## src/rtl/core/scs_pkg.sv

```systemverilog
package scs_pkg;

    localparam int CMD_W   = 2;
    localparam int BYTE_W  = 8;
    localparam int ERR_W   = 4;
    localparam int WORD_W  = 16;
    localparam int SIZE_W  = 4;
    localparam int STATE_W = 5;

    // command codes on the input tuser
    localparam logic [CMD_W-1:0] CMD_NEXT = 2'd0;
    localparam logic [CMD_W-1:0] CMD_2B   = 2'd1;
    localparam logic [CMD_W-1:0] CMD_34   = 2'd2;

    // parser states
    localparam logic [STATE_W-1:0] ST_IDLE   = 5'd0;
    localparam logic [STATE_W-1:0] ST_AVPP   = 5'd1;
    localparam logic [STATE_W-1:0] ST_AHPP   = 5'd2;
    localparam logic [STATE_W-1:0] ST_D1     = 5'd3;
    localparam logic [STATE_W-1:0] ST_D106   = 5'd4;
    localparam logic [STATE_W-1:0] ST_D107   = 5'd5;
    localparam logic [STATE_W-1:0] ST_D103   = 5'd6;
    localparam logic [STATE_W-1:0] ST_D2LEN  = 5'd7;
    localparam logic [STATE_W-1:0] ST_D2CODE = 5'd8;
    localparam logic [STATE_W-1:0] ST_D3LEN  = 5'd9;
    localparam logic [STATE_W-1:0] ST_D3CODE = 5'd10;
    localparam logic [STATE_W-1:0] ST_PITCH0 = 5'd11;
    localparam logic [STATE_W-1:0] ST_PITCH1 = 5'd12;
    localparam logic [STATE_W-1:0] ST_WHI    = 5'd13;
    localparam logic [STATE_W-1:0] ST_WLO    = 5'd14;
    localparam logic [STATE_W-1:0] ST_LHI    = 5'd15;
    localparam logic [STATE_W-1:0] ST_LLO    = 5'd16;
    localparam logic [STATE_W-1:0] ST_SKIP   = 5'd17;

    // error codes
    localparam logic [ERR_W-1:0] ERR_NONE   = 4'd0;
    localparam logic [ERR_W-1:0] ERR_34     = 4'd1;
    localparam logic [ERR_W-1:0] ERR_2B     = 4'd2;
    localparam logic [ERR_W-1:0] ERR_D1     = 4'd3;
    localparam logic [ERR_W-1:0] ERR_D106   = 4'd4;
    localparam logic [ERR_W-1:0] ERR_D107   = 4'd5;
    localparam logic [ERR_W-1:0] ERR_D103   = 4'd6;
    localparam logic [ERR_W-1:0] ERR_D2     = 4'd7;
    localparam logic [ERR_W-1:0] ERR_D203   = 4'd8;
    localparam logic [ERR_W-1:0] ERR_D204   = 4'd9;
    localparam logic [ERR_W-1:0] ERR_D20429 = 4'd10;
    localparam logic [ERR_W-1:0] ERR_D3     = 4'd11;

    // configuration register indexes
    localparam logic CFG_AHPP = 1'b0;
    localparam logic CFG_AVPP = 1'b1;

    localparam logic [BYTE_W-1:0] AHPP_RESET = 8'hC0;
    localparam logic [BYTE_W-1:0] AVPP_RESET = 8'hC4;
    localparam logic [SIZE_W-1:0] SIZE_RESET = 4'd10;

    typedef struct packed {
        logic [CMD_W-1:0]  cmd;
        logic [BYTE_W-1:0] data_byte;
    } beat_t;

    typedef struct packed {
        logic              sequence_done;
        logic [ERR_W-1:0]  error_code;
        logic [WORD_W-1:0] page_width;
        logic [WORD_W-1:0] page_length;
        logic [SIZE_W-1:0] point_size;
        logic [BYTE_W-1:0] horiz_position;
        logic [BYTE_W-1:0] spaces_to_insert;
        logic              spaces_valid;
    } result_t;

    // characters per inch to point size
    function automatic logic [SIZE_W-1:0] pitch_to_size(input logic [BYTE_W-1:0] cpi);
        logic [SIZE_W-1:0] sz;
        unique case (cpi)
            8'd5:    sz = 4'd14;
            8'd10:   sz = 4'd10;
            8'd12:   sz = 4'd9;
            8'd13:   sz = 4'd8;
            8'd15:   sz = 4'd7;
            8'd16:   sz = 4'd6;
            8'd18:   sz = 4'd5;
            8'd20:   sz = 4'd4;
            default: sz = SIZE_RESET;
        endcase
        return sz;
    endfunction

endpackage

```

## src/rtl/core/scs_in_stage.sv

```systemverilog
module scs_in_stage
    import scs_pkg::*;
(
    input  logic  clk,
    input  logic  rst_n,
    input  logic  in_valid,
    output logic  in_ready,
    input  beat_t in_beat,
    output logic  out_valid,
    input  logic  out_ready,
    output beat_t out_beat
);

    logic  valid_reg;
    logic  valid_next;
    beat_t beat_reg;
    logic  in_take;

    assign in_ready = !valid_reg || out_ready;
    assign in_take  = in_valid && in_ready;

    always_comb
    begin
        if (in_take)
        begin
            valid_next = 1'b1;
        end
        else if (out_ready)
        begin
            valid_next = 1'b0;
        end
        else
        begin
            valid_next = valid_reg;
        end
    end

    always_ff @(posedge clk or negedge rst_n)
    begin
        if (!rst_n)
        begin
            valid_reg <= 1'b0;
        end
        else
        begin
            valid_reg <= valid_next;
        end
    end

    always_ff @(posedge clk)
    begin
        if (in_take)
        begin
            beat_reg <= in_beat;
        end
    end

    assign out_valid = valid_reg;
    assign out_beat  = beat_reg;

endmodule

```

## src/rtl/core/scs_parser.sv

```systemverilog
module scs_parser
    import scs_pkg::*;
(
    input  logic              clk,
    input  logic              rst_n,
    input  logic              cfg_we,
    input  logic              cfg_index,
    input  logic [BYTE_W-1:0] cfg_data,
    input  logic              in_valid,
    output logic              in_ready,
    input  beat_t             in_beat,
    output logic              out_valid,
    input  logic              out_ready,
    output result_t           out_result
);

    logic [BYTE_W-1:0]  ahpp_code_reg;
    logic [BYTE_W-1:0]  avpp_code_reg;

    logic [STATE_W-1:0] state_reg,    state_next;
    logic [BYTE_W-1:0]  skip_reg,     skip_next;
    logic [BYTE_W-1:0]  held_reg,     held_next;
    logic [BYTE_W-1:0]  acc_reg,      acc_next;
    logic [WORD_W-1:0]  width_reg,    width_next;
    logic [WORD_W-1:0]  length_reg,   length_next;
    logic [SIZE_W-1:0]  size_reg,     size_next;
    logic [BYTE_W-1:0]  pos_reg,      pos_next;

    logic               out_valid_reg;
    result_t            out_reg;
    result_t            res_next;

    logic               adv;
    logic [BYTE_W-1:0]  b;
    logic [BYTE_W-1:0]  held_len;
    logic               done;
    logic [ERR_W-1:0]   err;
    logic [BYTE_W-1:0]  sp;
    logic               spv;
    logic               do_skip;
    logic [BYTE_W-1:0]  skip_len;

    assign in_ready = !out_valid_reg || out_ready;
    assign adv      = in_valid && in_ready;
    assign b        = in_beat.data_byte;
    // count byte minus 2, floored at zero
    assign held_len = (held_reg > 8'd2) ? (held_reg - 8'd2) : '0;

    always_comb
    begin
        state_next  = state_reg;
        skip_next   = skip_reg;
        held_next   = held_reg;
        acc_next    = acc_reg;
        width_next  = width_reg;
        length_next = length_reg;
        size_next   = size_reg;
        pos_next    = pos_reg;
        done        = 1'b0;
        err         = ERR_NONE;
        sp          = '0;
        spv         = 1'b0;
        do_skip     = 1'b0;
        skip_len    = '0;

        priority if (in_beat.cmd == CMD_34)
        begin
            // AVPP takes priority when both codes match
            priority if (b == avpp_code_reg)
            begin
                state_next = ST_AVPP;
            end
            else if (b == ahpp_code_reg)
            begin
                state_next = ST_AHPP;
            end
            else
            begin
                err = ERR_34;
            end
        end
        else if (in_beat.cmd == CMD_2B)
        begin
            unique case (b)
                8'hD1:   state_next = ST_D1;
                8'hD2:   state_next = ST_D2LEN;
                8'hD3:   state_next = ST_D3LEN;
                8'hC8:
                begin
                    do_skip  = 1'b1;
                    skip_len = 8'd3;
                end
                default: err = ERR_2B;
            endcase
        end
        else
        begin
            unique case (state_reg)
                ST_AVPP:
                begin
                    done       = 1'b1;
                    state_next = ST_IDLE;
                end
                ST_AHPP:
                begin
                    sp         = (pos_reg > b) ? b : (b - pos_reg);
                    spv        = 1'b1;
                    pos_next   = b;
                    done       = 1'b1;
                    state_next = ST_IDLE;
                end
                ST_D1:
                begin
                    unique case (b)
                        8'h06:   state_next = ST_D106;
                        8'h07:   state_next = ST_D107;
                        8'h03:   state_next = ST_D103;
                        default: err = ERR_D1;
                    endcase
                end
                ST_D106:
                begin
                    if (b == 8'h01)
                    begin
                        do_skip  = 1'b1;
                        skip_len = 8'd4;
                    end
                    else
                    begin
                        err = ERR_D106;
                    end
                end
                ST_D107:
                begin
                    if (b == 8'h05)
                    begin
                        do_skip  = 1'b1;
                        skip_len = 8'd5;
                    end
                    else
                    begin
                        err = ERR_D107;
                    end
                end
                ST_D103:
                begin
                    if (b == 8'h81)
                    begin
                        do_skip  = 1'b1;
                        skip_len = 8'd1;
                    end
                    else
                    begin
                        err = ERR_D103;
                    end
                end
                ST_D2LEN:
                begin
                    held_next  = b;
                    state_next = ST_D2CODE;
                end
                ST_D2CODE:
                begin
                    unique case (b)
                        8'h01, 8'h03, 8'h0D, 8'h48, 8'h49, 8'h4C, 8'h85, 8'h11:
                        begin
                            do_skip  = 1'b1;
                            skip_len = held_len;
                        end
                        8'h40:   state_next = ST_WHI;
                        default:
                        begin
                            priority if (held_reg == 8'h03)
                            begin
                                if (b == 8'h45 || b == 8'h07 || b == 8'h09)
                                begin
                                    do_skip  = 1'b1;
                                    skip_len = 8'd1;
                                end
                                else
                                begin
                                    err = ERR_D203;
                                end
                            end
                            else if (held_reg == 8'h04)
                            begin
                                priority if (b == 8'h15)
                                begin
                                    do_skip  = 1'b1;
                                    skip_len = 8'd2;
                                end
                                else if (b == 8'h29)
                                begin
                                    state_next = ST_PITCH0;
                                end
                                else
                                begin
                                    err = ERR_D204;
                                end
                            end
                            else
                            begin
                                err = ERR_D2;
                            end
                        end
                    endcase
                end
                ST_D3LEN:
                begin
                    held_next  = b;
                    state_next = ST_D3CODE;
                end
                ST_D3CODE:
                begin
                    if (b == 8'hF6)
                    begin
                        do_skip  = 1'b1;
                        skip_len = held_len;
                    end
                    else
                    begin
                        err = ERR_D3;
                    end
                end
                ST_PITCH0:
                begin
                    if (b == 8'h00)
                    begin
                        state_next = ST_PITCH1;
                    end
                    else
                    begin
                        err = ERR_D20429;
                    end
                end
                ST_PITCH1:
                begin
                    size_next  = pitch_to_size(b);
                    done       = 1'b1;
                    state_next = ST_IDLE;
                end
                ST_WHI:
                begin
                    acc_next   = b;
                    state_next = ST_WLO;
                end
                ST_WLO:
                begin
                    width_next = {acc_reg, b};
                    state_next = ST_LHI;
                end
                ST_LHI:
                begin
                    acc_next   = b;
                    state_next = ST_LLO;
                end
                ST_LLO:
                begin
                    length_next = {acc_reg, b};
                    done        = 1'b1;
                    state_next  = ST_IDLE;
                end
                ST_SKIP:
                begin
                    skip_next = skip_reg - 8'd1;
                    if (skip_reg == 8'd1)
                    begin
                        done       = 1'b1;
                        state_next = ST_IDLE;
                    end
                end
                default: state_next = ST_IDLE;
            endcase
        end

        if (err != ERR_NONE)
        begin
            done       = 1'b1;
            state_next = ST_IDLE;
        end
        else if (do_skip)
        begin
            if (skip_len == '0)
            begin
                done       = 1'b1;
                state_next = ST_IDLE;
            end
            else
            begin
                skip_next  = skip_len;
                state_next = ST_SKIP;
            end
        end

        res_next.sequence_done    = done;
        res_next.error_code       = err;
        res_next.page_width       = width_next;
        res_next.page_length      = length_next;
        res_next.point_size       = size_next;
        res_next.horiz_position   = pos_next;
        res_next.spaces_to_insert = sp;
        res_next.spaces_valid     = spv;
    end

    always_ff @(posedge clk or negedge rst_n)
    begin
        if (!rst_n)
        begin
            ahpp_code_reg <= AHPP_RESET;
            avpp_code_reg <= AVPP_RESET;
        end
        else if (cfg_we)
        begin
            unique case (cfg_index)
                CFG_AHPP: ahpp_code_reg <= cfg_data;
                CFG_AVPP: avpp_code_reg <= cfg_data;
                default:  ahpp_code_reg <= ahpp_code_reg;
            endcase
        end
    end

    always_ff @(posedge clk or negedge rst_n)
    begin
        if (!rst_n)
        begin
            state_reg  <= ST_IDLE;
            skip_reg   <= '0;
            held_reg   <= '0;
            acc_reg    <= '0;
            width_reg  <= '0;
            length_reg <= '0;
            size_reg   <= SIZE_RESET;
            pos_reg    <= '0;
        end
        else if (adv)
        begin
            state_reg  <= state_next;
            skip_reg   <= skip_next;
            held_reg   <= held_next;
            acc_reg    <= acc_next;
            width_reg  <= width_next;
            length_reg <= length_next;
            size_reg   <= size_next;
            pos_reg    <= pos_next;
        end
    end

    always_ff @(posedge clk or negedge rst_n)
    begin
        if (!rst_n)
        begin
            out_valid_reg <= 1'b0;
        end
        else if (adv)
        begin
            out_valid_reg <= 1'b1;
        end
        else if (out_ready)
        begin
            out_valid_reg <= 1'b0;
        end
    end

    always_ff @(posedge clk)
    begin
        if (adv)
        begin
            out_reg <= res_next;
        end
    end

    assign out_valid  = out_valid_reg;
    assign out_result = out_reg;

`ifndef SYNTH
    a_spaces_done: assert property (@(posedge clk) disable iff (!rst_n)
        out_valid_reg && out_reg.spaces_valid |-> out_reg.sequence_done)
        else $error("spaces result without end of sequence");

    a_err_done: assert property (@(posedge clk) disable iff (!rst_n)
        out_valid_reg && (out_reg.error_code != ERR_NONE) |-> out_reg.sequence_done)
        else $error("error reported without end of sequence");

    a_skip_nonzero: assert property (@(posedge clk) disable iff (!rst_n)
        state_reg == ST_SKIP |-> skip_reg != '0)
        else $error("skip state with empty count");

    a_done_idle: assert property (@(posedge clk) disable iff (!rst_n)
        adv && done |=> state_reg == ST_IDLE)
        else $error("parser not idle after sequence end");

    a_result_loaded: assert property (@(posedge clk) disable iff (!rst_n)
        adv |=> out_valid_reg)
        else $error("processed beat produced no result");
`endif

endmodule

```

## src/rtl/core/scs_control_sequence_parser_top.sv

```systemverilog
// SCS control sequence parser.
// Input stream (s_axis): one byte of the printer data stream per beat, sent
// after an upstream stage has found a 0x2B or 0x34 introducer. tuser carries
// the command (0 next byte, 1 first byte after 0x2B, 2 first byte after 0x34).
// Output stream (m_axis): exactly one result beat per input beat, in order.
// tlast marks the byte that completes or aborts a sequence; tdata carries the
// error code and the current page, size and position values; tuser flags an
// AHPP spaces count.
// Config: cfg_we writes AHPP (index 0) or AVPP (index 1) sub-command codes;
// write only while no beat is in flight.
// Path: input register, then the parse step into the result register.
// Throughput: one beat per cycle while m_axis_tready is high.
// Reset: empties both registers, parser idle, stores cleared, point size 10,
// codes back to 0xC0 / 0xC4. When m_axis_tready is low the result holds and
// an empty input register takes one more beat before s_axis_tready drops.
module scs_control_sequence_parser_top
    import scs_pkg::*;
(
    input  logic              clk,
    input  logic              rst_n,
    input  logic              cfg_we,
    input  logic              cfg_index,
    input  logic [BYTE_W-1:0] cfg_data,
    input  logic              s_axis_tvalid,
    output logic              s_axis_tready,
    input  logic [7:0]        s_axis_tdata,   // data_byte
    input  logic [1:0]        s_axis_tuser,   // cmd
    output logic              m_axis_tvalid,
    input  logic              m_axis_tready,
    // error_code[3:0], page_width[19:4], page_length[35:20], point_size[39:36],
    // horiz_position[47:40], spaces_to_insert[55:48]
    output logic [55:0]       m_axis_tdata,
    output logic              m_axis_tlast,   // sequence_done
    output logic [0:0]        m_axis_tuser    // spaces_valid
);

    beat_t   s_beat;
    beat_t   p_beat;
    logic    p_valid;
    logic    p_ready;
    result_t res;

    assign s_beat.cmd       = s_axis_tuser;
    assign s_beat.data_byte = s_axis_tdata;

    scs_in_stage u_in_stage (
        .clk       (clk),
        .rst_n     (rst_n),
        .in_valid  (s_axis_tvalid),
        .in_ready  (s_axis_tready),
        .in_beat   (s_beat),
        .out_valid (p_valid),
        .out_ready (p_ready),
        .out_beat  (p_beat)
    );

    scs_parser u_parser (
        .clk        (clk),
        .rst_n      (rst_n),
        .cfg_we     (cfg_we),
        .cfg_index  (cfg_index),
        .cfg_data   (cfg_data),
        .in_valid   (p_valid),
        .in_ready   (p_ready),
        .in_beat    (p_beat),
        .out_valid  (m_axis_tvalid),
        .out_ready  (m_axis_tready),
        .out_result (res)
    );

    assign m_axis_tdata = {res.spaces_to_insert, res.horiz_position, res.point_size,
                           res.page_length, res.page_width, res.error_code};
    assign m_axis_tlast = res.sequence_done;
    assign m_axis_tuser = res.spaces_valid;

endmodule
```

## config.mk

```make
export PLATFORM = sky130hd
export DESIGN_NAME = scs_control_sequence_parser_top
export DESIGN_NICKNAME = d
export VERILOG_FILES = /design/src/rtl/core/scs_pkg.sv /design/src/rtl/core/scs_in_stage.sv /design/src/rtl/core/scs_parser.sv /design/src/rtl/core/scs_control_sequence_parser_top.sv
export SDC_FILE = /design/constraint.sdc
export NUM_CORES = 1
export LEC_CHECK = 0
export ABC_AREA = 1
export BUFFER_PORTS_ARGS = -buffer_cell sky130_fd_sc_hd__buf_2
export CORE_MARGIN = 2
export CORE_UTILIZATION = 60
export CTS_BUF_LIST = sky130_fd_sc_hd__clkbuf_16
export CTS_CLUSTER_DIAMETER = 120
export DETAILED_ROUTE_END_ITERATION = 6
export PLACE_DENSITY_LB_ADDON = 0.08
export SLEW_MARGIN = 20
export SYNTH_ARGS = -nofsm -noshare
export SYNTH_HDL_FRONTEND = slang
export SYNTH_SLANG_ARGS = --single-unit
```

## constraint.sdc

```tcl
create_clock -name clk -period 4.4 [get_ports clk]
set_clock_uncertainty 0.2 [all_clocks]
set_input_delay 0.22 -clock clk [delete_from_list [all_inputs] [get_ports clk]]
set_output_delay 0.22 -clock clk [all_outputs]
set_load 0.02 [all_outputs]
```

Word level (Yosys, flattened, before mapping)
Memories as Yosys holds them, arrays and structs flattened. A register that Yosys moved wholly into a read port is not among the register bits. Index checks and enable logic that the tools add are counted.

Add/sub/neg operators: 3. $lt $le $gt $ge: 2. Equal/unequal tests: 57. Mux-type cells: 94. Bitwise operators: 4. Reductions and logical operators: 29.

Operators by type and width (count): $mux 8 (16); $mux 16 (6); $mux 5 (14); $mux 4 (15); $eq 8x8->1 const B (7); $pmux 5 s10 (1); $eq 5x4->1 const B (8); $eq 8x7->1 const B (5); $pmux 8 s5 (1); $eq 8x3->1 const B (4); $pmux 5 s3 (2); $pmux 4 s7 (1); $mux 1 (24); $eq 5x3->1 const B (4); $eq 8x1->1 const B (2); $eq 8x2->1 const B (2); $eq 8x4->1 const B (2); $eq 8x5->1 const B (2); $eq 8x8->1 (2); $logic_not 8->1 (2); $pmux 8 s2 (1); $mux 3 (5); $ne 7x1->1 const B (2); $ne 7x4->1 const B (2); 36 further kinds (59).

Flip-flop bits (word level): 159. Bits in read-only memories: 128. Input port bits: 24. Output and inout port bits: 60. Memories: 1.

Memories: (no name shown) (words 32, width 4, read ports 1, clocked after memory_dff 1, wr ports 0, line scs_pkg.sv:76) `unique case (cpi)`.

Longest topological paths before layout
Depth after elaboration: 13. Mapped depth: 19. Depth with buffers taken out: 17.

Modules after synthesis
Synthesis repeated with hierarchy kept, for this count alone.

Cell total of the unflattened synthesis: 1020. Area, all modules: 8505.7 um2.

Modules (own cells, without submodules): scs_parser (instances 1, cells an instance 1004, area each 8160.3 um2, seq. area each 4002.6 um2); scs_in_stage (instances 1, cells an instance 16, area each 345.3 um2, seq. area each 325.3 um2).

Least setup slack after synthesis
No wires, ideal clock.

Path kind: reg2reg. Start: register u_parser.out_valid_reg, in the netlist u_parser.out_valid. End: register u_parser.out_reg, in the netlist u_parser.out_result[0], enable pin. Arrival time: 2.570 ns. Setup slack: 1.185 ns. Stages on the path, launching flop included: 5. Path buffers: 1. Cells stage by stage: dfrtp_1 nand2_1 nand2_1 inv_2 clkbuf_1.

Longest elaborated chain between the ends: 3.

RTL lines: start: declaration (line scs_parser.sv:29) `logic out_valid_reg;`; start signal: assignment (line scs_parser.sv:352) `out_valid_reg <= 1'b0;`; start signal: assignment (line scs_parser.sv:356) `out_valid_reg <= 1'b1;`; start signal: assignment (line scs_parser.sv:360) `out_valid_reg <= 1'b0;`; $logic_not 1->1 (line scs_parser.sv:43) `assign in_ready = !out_valid_reg || out_ready;`; $logic_or 1x1->1 (line scs_parser.sv:43); $logic_and 1x1->1 (line scs_parser.sv:44) `assign adv = in_valid && in_ready;`; net u_parser.adv (line scs_parser.sv:33) `logic adv;`; end signal: assignment (line scs_parser.sv:368) `out_reg <= res_next;`; end: declaration (line scs_parser.sv:30) `result_t out_reg;`.

The timed path passes the listed nets, and every way through them passes these cells. A chain may end at the register's enable or synchronous reset.

Worst setup path in the final report
Start: register u_in_stage.beat_reg, in the netlist u_in_stage.out_beat[0]. End: register u_parser.out_reg, in the netlist u_parser.out_result[2] (data pin).

Longest elaborated chain between the ends: 2. Elaborated cells between the ends (all ways): 3. Classes of those cells: 1 x add/sub; 1 x order compare; 1 x mux.

RTL lines: start: declaration (line scs_in_stage.sv:16) `beat_t beat_reg;`; start signal: assignment (line scs_in_stage.sv:54) `beat_reg <= in_beat;`; $sub 8x8->8 / $gt 8x8->1 (equally long branches) (line scs_parser.sv:106) `sp = (pos_reg > b) ? b : (b - pos_reg);`; $mux 8 (*) (line scs_parser.sv:106).

Mark *: on every way between the ends. The rest lies on a longest branch, timed or not.

==> summary.txt <==
CP max FO - 11
Area grow syn2layout - 14.72%
Hold Crit Class - input pin to flip-flop
Ports - 84
# fillers - 1147
Max Clk Rate - 303.9 MHz
Required @ worst endpoint - 4.46 ns
LEAKAGE - 4.855 nW
Crit-path max cell delay - 0.52 ns
Number of flops mapped to enable cells by yosys - 68
CTS tree - yes
Mean post-synth cell area - 8.420 µm²
Most common cell after layout, fill and taps aside - nand2_1
Fin nets - 1183
Most frequent cells in the layout - nand2_1, o21ai_0, inv_1
Arr. time, crit path - 3.35 ns
Final weighted congestion in routability-driven placement - 0.9983
Clock H-tree levels - 4
Die area - 0.01564 mm²
Layout cells sized above 1 - 17.61%
Max clock buf depth - 2
Post-Route WL - 21.38 mm
Post-DRT Antenna Nets - 0
Clock Pin Slew Worst Setup and Hold Paths - 0.06 ns
Initial DRC count - 707
Starting Density - 60.95%
Antenna diodes - 0
Final Setup Violations - 0
Crit path max-delay family - compound AO/OA/AOI/OAI gates
Predominant post-synthesis flop cell - dfrtp_1
Period utilization - 74.80%
Crit path time final - 3.291 ns
Worst Path Buf+Inv - 2
CP max-delay cell - edfxtp_1
Maxcap violations - 0
Number of remaining DRC errors - 0
CP cell instances - inv_2 > ha_1 > fa_1 > o21ai_0 > a21oi_1 > o21ai_0 > a21o_1 > a21oi_1 > nor2_1 > inv_1 > a22oi_1
Asr flop ratio synth - 55.83%
Post-CTS setup buffer count - 0
Flops & latches, synth - 163
Total gr overflow - 0
Sequential-to-total area share from yosys stat - 50.14%
Largest net degree at the start of global routing - 69
Mapped Area - 0.008791 mm²
Worst-Margin Slew - 0.7788 ns
Die Wd - 125.0 µm
Status - finished, final reports clean
Hold buffers post-CTS - 20
Crit Path Category - flip-flop to flip-flop
Yosys warns - 0
Final Hold Vio Count - 0
Drt wl/cell - 15.99 µm
PwrDens - 497.7 mW/mm²
Root Buffer - clkbuf_16
Total Routing Usage GR - 28.52%
Clk Latency, worst-skew pair - 0.44 ns
Post-CTS resize count - 0
Via-per-instance ratio - 5.500
Fin. max-slew vios - 0
Critical path launch point type - flip-flop
VDD IR max - 407.5 µV
Placed insts - 1285
Row count - 44
Max reg flops - 58
Number of port buffers - 83
Critical Path Sink Type - flip-flop
Multi-input gate area - 0.003766 mm²
Cells after Synth - 1044
CORE AREA - 0.01442 mm²
Die Span Y - 125.0 µm
Vias in the first global route - 7114
Finished Layout Cells - 1337
RSZ-0062 raised after global routing - no
Synth Net Count - 1087
Cell variety after synth - 54
Sequential Area - 0.004408 mm²
Drt first pass iters - 5
Post-DP HPWL - 14.54 mm
Initial antenna violation count - 0
Vias - 7353
CTS Buf Count - 17
Rel. slew slack - 48.08%
Setup_tns - 0 ns
Sink Count - 163
First-pass GRT wire length - 35.64 mm
final timing paths:
path                                                    startpoint                              endpoint  slack (ns)  cells past startpoint
worst max-delay path              u_in_stage.out_beat[0]$_DFFE_PP_  u_parser.out_result[2]$_SDFFCE_PP0P_        1.11                     11
worst min-delay path                                 s_axis_tvalid      u_in_stage.out_valid$_DFFE_PN0P_        0.06                      3
worst max register to register    u_in_stage.out_beat[0]$_DFFE_PP_  u_parser.out_result[2]$_SDFFCE_PP0P_        1.11                     11
worst min register to register  u_parser.width_reg[10]$_DFFE_PN0P_    u_parser.width_reg[10]$_DFFE_PN0P_        0.28                      2
max in group asynchronous                                    rst_n      u_parser.size_reg[3]$_DFFE_PN1P_        2.78                      3
min in group asynchronous                                    rst_n   u_parser.length_reg[10]$_DFFE_PN0P_        0.21                      2
worst min-delay path, delay by kind of cell:
family / cells / cell delay (ns)
and+or+nand+nor: 2 / 0.34
buffers and inverters: 1 / 0.08
power by group:
part,internal [mW],switching [mW],leakage (nW)
Sequential,1.90,0.176,1.90
Clock,0.819,0.639,0.290
Combinational,0.495,0.985,2.67
cells by family (layout without fill, tap and decap cells):
| family | Yosys count | after routing | synth area share, % |
|---|---|---|---|
| and+or+nand+nor | 521 | 521 | 26.15 |
| DFF | 163 | 163 | 50.14 |
| adders and majority gates | 19 | 19 | 2.790 |
| AOI/OAI and AO/OA | 168 | 168 | 10.99 |
| buffers and inverters | 144 | 253 | 7.045 |
| xor gates and xnor gates | 29 | 29 | 2.889 |
routing by layer:
layer  share of wire, %  wire (µm)  track usage (%)  up-vias
met1                 45       9677            39.54     3478
met5                  0          0                0        -
met2                 48      10260            47.47      278
li1                   -          -                -     3575
met4                1.3        286            7.843        0
met3                5.4       1159            4.193       22
cells in the mapped netlist (2+ instances only):
cell,number,area share (%)
o31ai_1,3,0.26
nor3_1,11,0.63
nor3_2,2,0.23
xnor2_1,17,1.7
dfrtp_1,84,24
nand2_4,4,0.51
clkbuf_1,21,0.90
buf_6,8,1.0
nand3_1,35,2.0
nor2_8,2,0.46
nor2_2,14,1.0
or2_2,4,0.28
a21boi_0,3,0.26
dfstp_2,7,2.1
nand2_2,20,1.4
a21oi_2,3,0.30
nor2_4,3,0.38
o22ai_1,3,0.21
a21oi_1,16,0.91
ha_1,18,2.6
a22oi_2,6,0.85
inv_1,97,4.1
inv_4,4,0.28
buf_1,2,0.085
o211ai_1,2,0.17
inv_2,8,0.34
nand2_1,325,14
o21ai_0,114,6.5
nand3b_1,2,0.17
nor2_1,81,3.5
nand4_1,11,0.78
buf_4,2,0.17
dfxtp_1,4,0.91
edfxtp_1,68,23
nand3_4,2,0.40
xor2_1,12,1.2
o21ai_1,2,0.11
a21o_1,2,0.17
o21bai_1,4,0.34
a22oi_1,4,0.34
stage by stage:
stage                     hold WS (ns)  setup WS, ns  cell area [µm²]  total power [mW]  utilization (%)
final                          0.06073         1.109            10080             5.019            69.92
after global routing            0.1178        0.8379            10080             5.322            69.92
after CTS                      0.06561         1.109            10080             5.025            69.92
after detailed placement        0.1540         1.147             9308             3.550            64.53
after global placement          0.1510         1.286             9308             3.522            64.53
after floorplan                -0.2756         1.185             8791             3.170                -
cell type report:
class / instances / share of cell area (%)
clock buffers: 18 / 4.466
clock inverters: 14 / 1.253
inverters: 110 / 4.218
multi-input cells: 737 / 37.34
flip-flops and latches: 163 / 43.71
well taps: 184 / 2.283
repair buffers: 111 / 6.725
Power figures use the tool's default switching activity.
